===== src/design/ptfs_pkg.sv =====
// ----------------------------------------------------------------------------
// ptfs_pkg
// Shared types and constants of the periodic telemetry frame scheduler.
// ----------------------------------------------------------------------------
package ptfs_pkg;

    localparam logic [7:0] FRAME_MARK   = 8'h5E;
    localparam logic [7:0] ESC_MARK     = 8'h5D;
    localparam logic [7:0] ESC_XOR      = 8'h60;
    localparam logic [15:0] MS_PER_TENTH = 16'd100;

    localparam logic [1:0] ACT_LOAD = 2'd0;
    localparam logic [1:0] ACT_SET  = 2'd1;
    localparam logic [1:0] ACT_TICK = 2'd2;

    // One slot of the ring as held in memory
    typedef struct packed {
        logic [7:0]  ident;
        logic [7:0]  period;
        logic [15:0] sample;
        logic [15:0] sent_time;
    } slot_entry_t;

    // Scheduler to framer request
    typedef struct packed {
        logic        start;
        logic [7:0]  ident;
        logic [15:0] sample;
    } frame_req_t;

endpackage


===== src/design/ptfs_slot_mem.sv =====
// ----------------------------------------------------------------------------
// ptfs_slot_mem
// Slot store: one write port, one registered read port. Sample and sent
// time of a slot read as zero until the slot is first written.
// ----------------------------------------------------------------------------
module ptfs_slot_mem #(
    parameter int SLOTS = 32,
    parameter int AW    = 5
) (
    input  logic                 aclk,
    input  logic                 aresetn,
    input  logic [AW-1:0]        rd_addr,
    output ptfs_pkg::slot_entry_t rd_data,
    input  logic                 wr_en,
    input  logic [AW-1:0]        wr_addr,
    input  ptfs_pkg::slot_entry_t wr_data
);

    ptfs_pkg::slot_entry_t mem [SLOTS];
    ptfs_pkg::slot_entry_t rd_raw_reg;
    logic [SLOTS-1:0]      valid_reg;
    logic                  rd_valid_reg;

    always_ff @(posedge aclk) begin
        if (wr_en) begin
            mem[wr_addr] <= wr_data;
        end
        rd_raw_reg <= mem[rd_addr];
    end

    always_ff @(posedge aclk) begin
        if (!aresetn) begin
            valid_reg    <= '0;
            rd_valid_reg <= 1'b0;
        end else begin
            if (wr_en) begin
                valid_reg[wr_addr] <= 1'b1;
            end
            rd_valid_reg <= valid_reg[rd_addr];
        end
    end

    // id and period have no defined reset value, so they pass through
    always_comb begin
        rd_data = rd_raw_reg;
        if (!rd_valid_reg) begin
            rd_data.sample    = '0;
            rd_data.sent_time = '0;
        end
    end

endmodule


===== src/design/ptfs_framer.sv =====
// ----------------------------------------------------------------------------
// ptfs_framer
// Builds one byte-stuffed frame (mark, id, value low, value high, mark) and
// feeds it byte by byte into the output register.
// ----------------------------------------------------------------------------
module ptfs_framer (
    input  logic                 aclk,
    input  logic                 aresetn,
    input  ptfs_pkg::frame_req_t req,
    output logic                 busy,
    output logic                 m_tvalid,
    input  logic                 m_tready,
    output logic [7:0]           m_tdata,
    output logic                 m_tlast
);

    typedef enum logic {
        F_IDLE,
        F_RUN
    } fstate_t;

    fstate_t     state_reg;
    logic [2:0]  field_reg;
    logic        esc_reg;
    logic [7:0]  ident_reg;
    logic [15:0] sample_reg;
    logic        m_tvalid_reg;
    logic [7:0]  m_tdata_reg;
    logic        m_tlast_reg;

    logic        slot_open;
    logic [7:0]  inner_byte;
    logic        needs_esc;

    assign slot_open = !m_tvalid_reg || m_tready;

    always_comb begin
        unique case (field_reg)
            3'd1:    inner_byte = ident_reg;
            3'd2:    inner_byte = sample_reg[7:0];
            default: inner_byte = sample_reg[15:8];
        endcase
    end

    assign needs_esc = (inner_byte == ptfs_pkg::ESC_MARK) ||
                       (inner_byte == ptfs_pkg::FRAME_MARK);

    always_ff @(posedge aclk) begin
        if (!aresetn) begin
            state_reg    <= F_IDLE;
            field_reg    <= '0;
            esc_reg      <= 1'b0;
            m_tvalid_reg <= 1'b0;
            m_tlast_reg  <= 1'b0;
        end else begin
            unique case (state_reg)
                F_IDLE: begin
                    if (m_tvalid_reg && m_tready) begin
                        m_tvalid_reg <= 1'b0;
                    end
                    if (req.start) begin
                        state_reg  <= F_RUN;
                        field_reg  <= 3'd0;
                        esc_reg    <= 1'b0;
                        ident_reg  <= req.ident;
                        sample_reg <= req.sample;
                    end
                end
                F_RUN: begin
                    // a byte is only taken here as the next one loads, so only a load changes valid
                    if (slot_open) begin
                        m_tvalid_reg <= 1'b1;
                        m_tlast_reg  <= (field_reg == 3'd4);
                        priority if (field_reg == 3'd0) begin
                            m_tdata_reg <= ptfs_pkg::FRAME_MARK;
                            field_reg   <= 3'd1;
                        end else if (field_reg == 3'd4) begin
                            m_tdata_reg <= ptfs_pkg::FRAME_MARK;
                            state_reg   <= F_IDLE;
                        end else if (esc_reg) begin
                            m_tdata_reg <= inner_byte ^ ptfs_pkg::ESC_XOR;
                            esc_reg     <= 1'b0;
                            field_reg   <= field_reg + 3'd1;
                        end else if (needs_esc) begin
                            m_tdata_reg <= ptfs_pkg::ESC_MARK;
                            esc_reg     <= 1'b1;
                        end else begin
                            m_tdata_reg <= inner_byte;
                            field_reg   <= field_reg + 3'd1;
                        end
                    end
                end
                default: state_reg <= F_IDLE;
            endcase
        end
    end

    assign busy     = (state_reg == F_RUN);
    assign m_tvalid = m_tvalid_reg;
    assign m_tdata  = m_tdata_reg;
    assign m_tlast  = m_tlast_reg;

    a_last_is_mark: assert property (@(posedge aclk) disable iff (!aresetn)
        (m_tvalid_reg && m_tlast_reg) |-> (m_tdata_reg == ptfs_pkg::FRAME_MARK))
        else $error("frame end not on a frame mark");

    a_esc_in_inner: assert property (@(posedge aclk) disable iff (!aresetn)
        esc_reg |-> (busy && field_reg >= 3'd1 && field_reg <= 3'd3))
        else $error("escape pending outside inner bytes");

endmodule


===== src/design/periodic_telemetry_frame_scheduler.sv =====
// ----------------------------------------------------------------------------
// periodic_telemetry_frame_scheduler
// Round-robin telemetry scheduler with byte-stuffed frame output.
// ----------------------------------------------------------------------------
// Input items arrive on s_* (s_tuser = action). Load and set-value items
// write a slot; a tick item scans the ring from the saved pointer and, if the
// slot it stops on is due, sends one frame on m_*: 0x5E, id, value low,
// value high, 0x5E, with 0x5D/0x5E inside escaped as 0x5D, byte ^ 0x60.
// m_tlast marks the closing 0x5E. The slot count is written on cfg_*; the
// user writes it only while the block is idle, the block does not enforce it.
// Load and set run as one memory read-modify-write. A tick visits one slot
// per cycle (up to the active count), set by the single read port of the
// slot memory. When a frame goes out, the framer hands its five to eight
// bytes to the output register, then the scan is released. The next item
// is taken after the last byte sits in the output register.
// Reset clears the scan pointer, slot count and per-slot valid bits, so
// sample and sent time of every slot read as zero; no clearing pass.
// A stalled receiver holds the output byte and the frame build waits.
// ----------------------------------------------------------------------------
module periodic_telemetry_frame_scheduler #(
    parameter int SLOTS = 32
) (
    input  logic        aclk,
    input  logic        aresetn,
    // cfg: slot_count
    input  logic        cfg_valid,
    output logic        cfg_ready,
    input  logic [5:0]  cfg_data,
    input  logic        s_tvalid,
    output logic        s_tready,
    // [4:0] slot_index, [12:5] data_id, [20:13] refresh_tenths,
    // [36:21] sample_value, [52:37] now_ms, [55:53] zero
    input  logic [55:0] s_tdata,
    // [1:0] action
    input  logic [1:0]  s_tuser,
    output logic        m_tvalid,
    input  logic        m_tready,
    // [7:0] out_byte
    output logic [7:0]  m_tdata,
    // frame_end
    output logic        m_tlast
);

    localparam int AW = (SLOTS > 1) ? $clog2(SLOTS) : 1;
    localparam int CW = $clog2(SLOTS + 1);

    typedef enum logic [1:0] {
        ST_IDLE,
        ST_MOD,
        ST_SCAN,
        ST_SEND
    } state_t;

    state_t      state_reg;
    logic [5:0]  slot_count_reg;
    logic [AW-1:0] ptr_reg;
    logic [AW-1:0] p_reg;
    logic [AW-1:0] start_reg;
    logic [1:0]  act_reg;
    logic [AW-1:0] idx_reg;
    logic [7:0]  ident_reg;
    logic [7:0]  period_reg;
    logic [15:0] sample_reg;
    logic [15:0] now_reg;

    logic [4:0]  in_index;
    logic [7:0]  in_ident;
    logic [7:0]  in_period;
    logic [15:0] in_sample;
    logic [15:0] in_now;
    logic        in_accept;
    logic        index_ok;

    logic [CW-1:0] count;
    logic [AW-1:0] scan_first;
    logic [AW:0]   p_plus;
    logic [AW-1:0] p_next;
    logic [15:0]   elapsed;
    logic [15:0]   limit;
    logic          over;
    logic          due;
    logic          stop;

    logic [AW-1:0]         rd_addr;
    ptfs_pkg::slot_entry_t rd_data;
    logic                  wr_en;
    logic [AW-1:0]         wr_addr;
    ptfs_pkg::slot_entry_t wr_data;
    ptfs_pkg::frame_req_t  req;
    logic                  fr_busy;

    assign in_index  = s_tdata[4:0];
    assign in_ident  = s_tdata[12:5];
    assign in_period = s_tdata[20:13];
    assign in_sample = s_tdata[36:21];
    assign in_now    = s_tdata[52:37];

    assign s_tready  = (state_reg == ST_IDLE);
    assign in_accept = s_tvalid && s_tready;
    assign cfg_ready = 1'b1;
    assign index_ok  = (32'(in_index) < SLOTS);

    assign count = (32'(slot_count_reg) > SLOTS) ? CW'(SLOTS) : CW'(slot_count_reg);
    assign scan_first = (32'(ptr_reg) >= 32'(count)) ? '0 : ptr_reg;

    // scan step: data for p_reg is on rd_data
    assign p_plus  = {1'b0, p_reg} + (AW+1)'(1);
    assign p_next  = (32'(p_plus) < 32'(count)) ? AW'(p_plus) : '0;
    assign elapsed = now_reg - rd_data.sent_time;
    assign limit   = 16'(rd_data.period) * ptfs_pkg::MS_PER_TENTH;
    assign over    = (elapsed > limit);
    assign due     = (elapsed >= limit);
    assign stop    = over || (p_next == start_reg);

    always_comb begin
        rd_addr    = p_next;
        wr_en      = 1'b0;
        wr_addr    = idx_reg;
        wr_data    = rd_data;
        req.start  = 1'b0;
        req.ident  = rd_data.ident;
        req.sample = rd_data.sample;
        unique case (state_reg)
            ST_IDLE: begin
                rd_addr = (s_tuser == ptfs_pkg::ACT_TICK) ? scan_first : AW'(in_index);
            end
            ST_MOD: begin
                wr_en = 1'b1;
                if (act_reg == ptfs_pkg::ACT_LOAD) begin
                    wr_data.ident  = ident_reg;
                    wr_data.period = period_reg;
                end else begin
                    wr_data.sample = sample_reg;
                end
            end
            ST_SCAN: begin
                wr_addr           = p_reg;
                wr_data.sent_time = now_reg;
                if (stop && due) begin
                    wr_en     = 1'b1;
                    req.start = 1'b1;
                end
            end
            ST_SEND: begin
            end
            default: begin
            end
        endcase
    end

    always_ff @(posedge aclk) begin
        if (!aresetn) begin
            state_reg      <= ST_IDLE;
            slot_count_reg <= '0;
            ptr_reg        <= '0;
        end else begin
            if (cfg_valid && cfg_ready) begin
                slot_count_reg <= cfg_data;
            end
            unique case (state_reg)
                ST_IDLE: begin
                    if (in_accept) begin
                        act_reg    <= s_tuser;
                        idx_reg    <= AW'(in_index);
                        ident_reg  <= in_ident;
                        period_reg <= in_period;
                        sample_reg <= in_sample;
                        now_reg    <= in_now;
                        p_reg      <= scan_first;
                        start_reg  <= scan_first;
                        priority if ((s_tuser == ptfs_pkg::ACT_LOAD ||
                                      s_tuser == ptfs_pkg::ACT_SET) && index_ok) begin
                            state_reg <= ST_MOD;
                        end else if (s_tuser == ptfs_pkg::ACT_TICK && count != '0) begin
                            state_reg <= ST_SCAN;
                        end else begin
                            state_reg <= ST_IDLE;
                        end
                    end
                end
                ST_MOD: begin
                    state_reg <= ST_IDLE;
                end
                ST_SCAN: begin
                    if (stop) begin
                        if (due) begin
                            ptr_reg   <= p_next;
                            state_reg <= ST_SEND;
                        end else begin
                            ptr_reg   <= p_reg;
                            state_reg <= ST_IDLE;
                        end
                    end else begin
                        p_reg <= p_next;
                    end
                end
                ST_SEND: begin
                    if (!fr_busy) begin
                        state_reg <= ST_IDLE;
                    end
                end
                default: state_reg <= ST_IDLE;
            endcase
        end
    end

    ptfs_slot_mem #(
        .SLOTS (SLOTS),
        .AW    (AW)
    ) u_mem (
        .aclk    (aclk),
        .aresetn (aresetn),
        .rd_addr (rd_addr),
        .rd_data (rd_data),
        .wr_en   (wr_en),
        .wr_addr (wr_addr),
        .wr_data (wr_data)
    );

    ptfs_framer u_framer (
        .aclk     (aclk),
        .aresetn  (aresetn),
        .req      (req),
        .busy     (fr_busy),
        .m_tvalid (m_tvalid),
        .m_tready (m_tready),
        .m_tdata  (m_tdata),
        .m_tlast  (m_tlast)
    );

    a_idle_framer_free: assert property (@(posedge aclk) disable iff (!aresetn)
        (state_reg == ST_IDLE) |-> !fr_busy)
        else $error("item taken while a frame is still being built");

    a_ptr_in_range: assert property (@(posedge aclk) disable iff (!aresetn)
        (32'(ptr_reg) < SLOTS))
        else $error("scan pointer out of range");

    a_start_stamps: assert property (@(posedge aclk) disable iff (!aresetn)
        req.start |-> (wr_en && wr_addr == p_reg && state_reg == ST_SCAN))
        else $error("frame started without stamping the slot");

endmodule


===== config.mk =====
export PLATFORM = sky130hd
export DESIGN_NAME = periodic_telemetry_frame_scheduler
export DESIGN_NICKNAME = d
export VERILOG_FILES = /design/src/design/ptfs_pkg.sv /design/src/design/ptfs_slot_mem.sv /design/src/design/ptfs_framer.sv /design/src/design/periodic_telemetry_frame_scheduler.sv
export SDC_FILE = /design/constraint.sdc
export NUM_CORES = 2
export LEC_CHECK = 0
export BUFFER_PORTS_ARGS = -buffer_cell sky130_fd_sc_hd__buf_2
export CORE_MARGIN = 2
export CORE_UTILIZATION = 33
export CTS_CLUSTER_SIZE = 25
export DETAILED_ROUTE_END_ITERATION = 10
export GPL_ROUTABILITY_DRIVEN = 1
export SLEW_MARGIN = 5
export SYNTH_ARGS = -nofsm -noshare
export SYNTH_HDL_FRONTEND = slang
export SYNTH_SLANG_ARGS = --single-unit

===== constraint.sdc =====
create_clock -name aclk -period 8.1 [get_ports aclk]
set_clock_uncertainty 0.1 [all_clocks]
set_input_delay 0.81 -clock aclk [delete_from_list [all_inputs] [get_ports aclk]]
set_output_delay 0.81 -clock aclk [all_outputs]
set_load 0.02 [all_outputs]

* Word level (Yosys, flattened, before mapping)
Memory sizes are Yosys's and may differ from the RTL's. A register that Yosys moved wholly into a read port is not among the register bits. Cells that the tools add are included.
Storage, ports and cells: flip-flop bits (word level) 150, bits in writable memories 1536, input bits 69, output and inout port bits 12, logic and storage cells 142, memories 1
Memory list:
- u_mem.mem | depth 32, width 48, read ports 1, clocked after Yosys merged registers in 1, wr ports 1, line ptfs_slot_mem.sv:19 | ptfs_pkg::slot_entry_t mem [SLOTS];
Cells by class: $add $sub $neg 3, multipliers 1, magnitude comparators 8, equal/unequal tests 22, multiplexer cells 56, bitwise operators 3, reductions and logical operators 27
Operators by type and width (count):
- 32-bit 2-to-1 mux | 2
- 16-bit 2-to-1 mux | 3
- 5-bit 2-to-1 mux | 8
- 32-bit bitwise OR | 1
- 1-bit 2-to-1 mux | 18
- 3-bit 2-to-1 mux | 6
- 8-bit by 7-bit equality test with 1-bit output, second input constant | 2
- 16-bit by 15-bit greater-or-equal comparator with 1-bit output | 1
- 16-bit by 15-bit > comparator with 1-bit output | 1
- 8-bit 2-to-1 mux | 2
- 8-bit case mux with 2 select lines | 1
- 16-bit subtractor | 1
- 2-bit inequality test, second input constant | 7
- 8-bit by 5-bit multiplier with 13-bit output, second input constant | 1
- 5-bit by 6-bit less-than comparator with 1-bit output, second input constant | 2
- 2-bit 2-to-1 mux | 6
- 3-bit AND reduction | 4
- 4-bit AND reduction | 3
- 5-bit case mux with 2 select lines | 1
- 1-bit case mux with 2 select lines | 4
- 2-bit case mux with 4 select lines | 1
- 5-bit by 1-bit adder with 6-bit output, second input constant | 1
- 2-bit equality test, second input constant | 3
- 5-bit by 6-bit greater-or-equal comparator with 1-bit output | 1
- other kinds (27) | 40

* Depth between registers and ports, before layout
depth in word-level cells 11, mapped depth 23, mapped depth without buffers 22

* Modules after synthesis
From an unflattened synthesis, not the netlist that was laid out.
Second synthesis, totals: cells, all modules 3068, area, all modules 67932.7 µm²
Modules (own cells, without submodules):
- ptfs_slot_mem | instances 1, cells each 2417, area each 60699.5 µm², seq. area each 47745.8 µm²
- periodic_telemetry_frame_scheduler | instances 1, cells each 526, area each 5559.1 µm², seq. area each 2212.1 µm²
- ptfs_framer | instances 1, cells each 125, area each 1674.1 µm², seq. area each 1101.1 µm²

* Least setup slack after synthesis
Ideal clock, no wire load.
path type register to register, start reg u_mem.rd_valid_reg, end mem u_mem.mem[8][0] (netlist bit) (enable), library setup time 0.513 ns, arrival 7.563 ns, required time 7.487 ns, setup slack -0.076 ns, stages on the path, launching flop included 22, path buffers 3, period minus slack after synthesis 8.176 ns, cell sequence dfxtp_1 -> clkbuf_1 -> clkbuf_1 -> nand2_1 -> ha_1 -> and2_1 -> o311a_1 -> o31a_1 -> o41ai_1 -> nand2b_1 -> a21o_1 -> a21oi_1 -> xnor2_1 -> ha_1 -> nand3_1 -> or2_2 -> nor3_1 -> o211a_1 -> o31a_1 -> nor2_2 -> buf_2 -> nor3_1
On the way: longest elaborated chain between the ends 9, elaborated cells between the ends (all ways) 10, classes of those cells add/sub (1); order compare (2); mux (5); reduce/logical (2)
Ends and longest elaborated chain:
- from (decl) | line ptfs_slot_mem.sv:22 | logic rd_valid_reg;
- from (signal assigned) | line ptfs_slot_mem.sv:39 | rd_valid_reg <= valid_reg[rd_addr];
- 32-bit 2-to-1 mux (*) | line ptfs_slot_mem.sv:46 | if (!rd_valid_reg) begin
- 16-bit subtractor (*) | line periodic_telemetry_frame_scheduler.sv:109 | assign elapsed = now_reg - rd_data.sent_time;
- 16-bit by 15-bit > comparator with 1-bit output | line periodic_telemetry_frame_scheduler.sv:111 | assign over = (elapsed > limit);
- 1-bit logical OR | line periodic_telemetry_frame_scheduler.sv:113 | assign stop = over || (p_next == start_reg);
- 1-bit logical AND (*) | line periodic_telemetry_frame_scheduler.sv:139 | if (stop && due) begin
- 1-bit 2-to-1 mux (*) | line periodic_telemetry_frame_scheduler.sv:139
- 1-bit case mux with 2 select lines (*) | line periodic_telemetry_frame_scheduler.sv:123 | unique case (state_reg)
- 1-bit 2-to-1 mux (*) | line ptfs_slot_mem.sv:25 | if (wr_en) begin
- 1-bit 2-to-1 mux (not written as such) (*) | line ptfs_slot_mem.sv:26 | mem[wr_addr] <= wr_data;
- to (decl) | line ptfs_slot_mem.sv:19
Mark *: on every way between the ends. The rest lies on a longest branch, timed or not.

* Worst setup path after layout
start reg u_mem.rd_valid_reg, end mem u_mem.mem[22][44] (netlist bit) (enable)
Same word-level chain as after synthesis.

==> impl_metrics.py <==
metrics = {
    "outcome": {
        "outcome": "finished, final reports clean",
    },
    "clock_network": {
        "cts_buffers": 176,
        "cts_tree": "done",
        "cts_root_buffer": "clkbuf_16",
        "path_clk_slew_ps": 60,
        "ctsResizeCount": 0,
        "ctsLongestPathBuffers": 3,
        "cts_htree_levels": 4,
        "cts.sinks": 1734,
        "clk_latency_ps": 840,
    },
    "cells_and_area": {
        "fin_util_pct": 37.7,
        "instances_no_fill": 7978,
        "synthToLayoutAreaGrowth_pct": 13.8,
        "drive_above_1_share_pct": 11.3,
        "final_nets": 5155,
        "fill_cells": 19600,
        "largest_register_ff_count": 1536,
    },
    "sta": {
        "tns_ps": 0,
        "setup_viol": 0,
        "timing.final.crit_share_pct": 87.0,
        "relSlewSlack_pct": 8.94,
        "period_needed_ps": 7050,
        "finalMaxSlewViolations": 0,
        "tightest_slew_ps": 1370,
        "hold_violations": 0,
        "holdWs_ps": 60.3,
        "rsz0062_at_grt": "no",
        "fmax_mhz": 142,
    },
    "yosys": {
        "ys_warn_count": 0,
        "synth_cell_type_count": 74,
        "syn_area_sq_um": 70100,
        "synthArstFlopShare_pct": 0,
        "synth_edf_count": 1633,
        "synth_nets": 5154,
        "syn_inst": 5005,
        "ys_seq_area_share_pct": 72.8,
        "synthFlopType": "edfxtp_1",
        "postSynthAreaPerCell_sq_um": 14.0,
        "ys_ff_latch": 1734,
    },
    "critical_path": {
        "cp-startpoint": "u_mem.rd_valid_reg$_SDFF_PN0_",
        "rr_startpoint": "u_mem.rd_valid_reg$_SDFF_PN0_",
        "r2r_slack_ps": 1050,
        "max_stage_delay_ps": 700,
        "crit_fanout": 48,
        "reg2reg_to": "u_mem.mem[22][44]$_DFFE_PP_",
        "slowest_stage": "nor2_4",
        "path_cells": "buf_4 > nand2_1 > ha_1 > and2_1 > o311a_1 > o31a_1 > o41ai_1 > nand2b_1 > a21o_1 > a21oi_1 > xnor2_1 > ha_1 > nand3_1 > or2_2 > nor3_1 > o21ba_2 > o31a_1 > nor2_4 > buf_12 > nor3_2 > buf_4",
        "worstPathArrival_ps": 7330,
        "worstSetupPathType": "flop to flop",
        "cp.required_ps": 8380,
        "ff2ff_path_depth": 21,
        "endpoint": "u_mem.mem[22][44]$_DFFE_PP_",
        "crit_path_start_kind": "flop",
        "crit_path_end_kind": "flop",
    },
    "power_and_ir_drop": {
        "power_leakage_nw": 26.9,
        "clockPowerShare_pct": 23.5,
        "p_total_mw": 34.6,
        "internal_power_mw": 20.4,
        "irDropWorstVdd_mv": 0.435,
        "seq_power_share_pct": 33.5,
        "switching_share_pct": 41.2,
        "p_per_area_nw_per_um2": 434,
        "power_frac_comb_pct": 42.9,
        "net-switching-power_mw": 14.3,
    },
    "floorplanning": {
        "die_h_um": 465,
        "io_pins": 81,
        "coreArea_sq_um": 212000,
        "start_util_pct": 33.1,
        "die_w_um": 465,
        "placementRows": 169,
        "die_area_sq_um": 216000,
    },
    "grt": {
        "grt_max_degree": 169,
        "grt_usage_pct": 18.0,
        "overflow": 0,
        "grt_pass1_vias": 42100,
        "antenna_found_initial": 9,
        "grt_pass1_wl_mm": 290,
    },
    "detailed_routing": {
        "dr.pass1.iters": 8,
        "post-route-drc-count": 0,
        "drt_wl_total_mm": 201,
        "ant_nets": 0,
        "drtIter0Drc": 5359,
        "viasPerCell": 5.55,
        "wire_per_inst_um": 25.2,
        "vias": 44300,
    },
    "flow_run": {
        "drv_cap": 0,
    },
    "place": {
        "detailed_place_hpwl_mm": 106,
        "gp_congestion": 0.848,
        "port_buffers": 76,
        "dp.cells": 7641,
    },
    "hold_path": {
        "hold_path_class": "primary input to flop",
    },
}
-- cells in the mapped netlist, types with 5 or more instances --
cell      number  area [sq um]
o21a_1        10          75.1
nand2b_1       9          56.3
a21o_1        13          97.6
nor2_1        40           150
mux2i_1       17           170
nor3_1        47           235
dfxtp_1      101          2020
and2_1        25           156
buf_2        104           521
xor2_1         8          70.1
o21ai_0      222          1110
or2_2          5          31.3
a32o_1         5          50.1
inv_1         35           131
o31ai_1       35           263
a31oi_1      289          1810
clkbuf_1     265           995
nor2b_1       11          68.8
xnor2_1       17           149
a211oi_1     497          3730
edfxtp_1    1633         49000
buf_4          9          67.6
nor4_1        54           338
o22ai_1       98           613
nand3_1       18          90.1
or3_1          6          37.5
nand2_1      700          2630
nand4_1        6          37.5
ha_1          77           963
a21oi_1       33           165
buf_1          8          30.0
a22oi_1       10          75.1
and3_1       492          3080
mux2_2        34           383
-- repair_timing --
| item | 4_1_cts | 5_1_grt |
|---|---|---|
| hold buffers | 8 | 0 |
| buffers inserted | 0 | 0 |
| hold endpoints to repair | 8 | 0 |
-- how the worst min path moves through the flow --
stage | endpoint | depth (start not counted) | startpoint
2_1_floorplan | u_framer.ident_reg[0]$_DFFE_PP_ | 0 | u_mem.rd_data[40]$_DFF_P_
3_3_place_gp | u_mem.valid_reg[31]$_SDFFE_PN0P_ | 2 | u_mem.valid_reg[31]$_SDFFE_PN0P_
3_5_place_dp | u_mem.valid_reg[23]$_SDFFE_PN0P_ | 2 | u_mem.valid_reg[23]$_SDFFE_PN0P_
4_1_cts | now_reg[13]$_DFFE_PP_ | 1 | s_tdata[50]
5_1_grt | period_reg[7]$_DFFE_PP_ | 1 | s_tdata[20]
6_report | now_reg[7]$_DFFE_PP_ | 1 | s_tdata[44]
-- power by group through the flow --
stage               logic [mW]  registers, mW  clock network [mW]
CTS                       14.8           11.6                8.26
floorplan                 9.88           11.7                   0
finish                    14.9           11.6                8.16
global placement          14.6           11.8                   0
detailed placement        14.7           11.8                   0
global route              16.1           11.6                8.59
-- area by class of cell --
type	instances	area, sq um	share of cell area [%]
Antenna cell	1	2.50	0.00314
Clock buffer	244	4820	6.04
Clock inverter	84	1010	1.26
Inverter	36	135	0.169
Multi-Input combinational cell	2843	17700	22.1
Sequential cell	1734	51100	64.0
Tap cell	2821	3530	4.42
Timing Repair Buffer	215	1590	2.00
-- cell families (layout without fill, tap and decap cells) --
group                    Yosys count  in the layout  synth area share [%]
XOR/XNOR                          26             26                 0.344
AO/OA/AOI/OAI                   1262           1262                  12.1
adder cells (fa/ha/maj)           80             80                  1.46
flip-flops                      1734           1734                  72.8
buffers and inverters            428            579                  2.57
other                              1              2               0.00535
AND/OR/NAND/NOR                 1423           1423                  9.97
multiplexers                      51             51                 0.788
-- per-layer routing --
layer  GRT usage, %  routed length [um]  up-vias  part of all wire (%)
li1               -                   -    19600                     -
met1           25.3               86400    22500                    43
met2           28.3               92600     1866                    46
met3           2.83               15700      342                   7.8
met4           5.96                6090        0                   3.0
met5              0                   0        -                     0
-- per-stage QoR --
stage	cell area [sq um]	worst slack (ps)
finish	79800	1050
global route	79800	708
CTS	79800	1130
detailed placement	73900	1180
global placement	73900	1260
floorplan	70100	-76.3
-- cell usage in the layout, fill, tap and decap left out, types with 13 or more instances in the layout --
master,netlist,routed
nor2_1,40,39
nor4_1,54,54
mux2_2,34,34
buf_4,9,119
o22ai_1,98,98
buf_2,104,76
a21oi_1,33,33
ha_1,77,76
a31oi_1,289,289
o21ai_0,222,203
clkinv_2,0,24
clkinv_1,1,24
edfxtp_1,1633,1633
nor3_2,0,35
nand2_1,700,699
and3_1,492,492
o21ai_2,0,15
inv_1,35,35
and2_1,25,23
dfxtp_1,101,100
bufinv_16,0,13
a211oi_1,497,497
xnor2_1,17,17
clkbuf_16,0,176
clkbuf_1,265,52
clkbuf_8,0,16
a21o_1,13,13
o31ai_1,35,35
mux2i_1,17,17
-- critical path, delay by kind of cell, from the launching register on --
kind / cells / cell delay (ps)
AO/OA/AOI/OAI: 7 / 2020
adder cells (fa/ha/maj): 2 / 640
AND/OR/NAND/NOR: 8 / 2020
XOR/XNOR: 1 / 90
buffers and inverters: 3 / 1260
flip-flops: 1 / 360
Power figures use the tool's default switching activity.
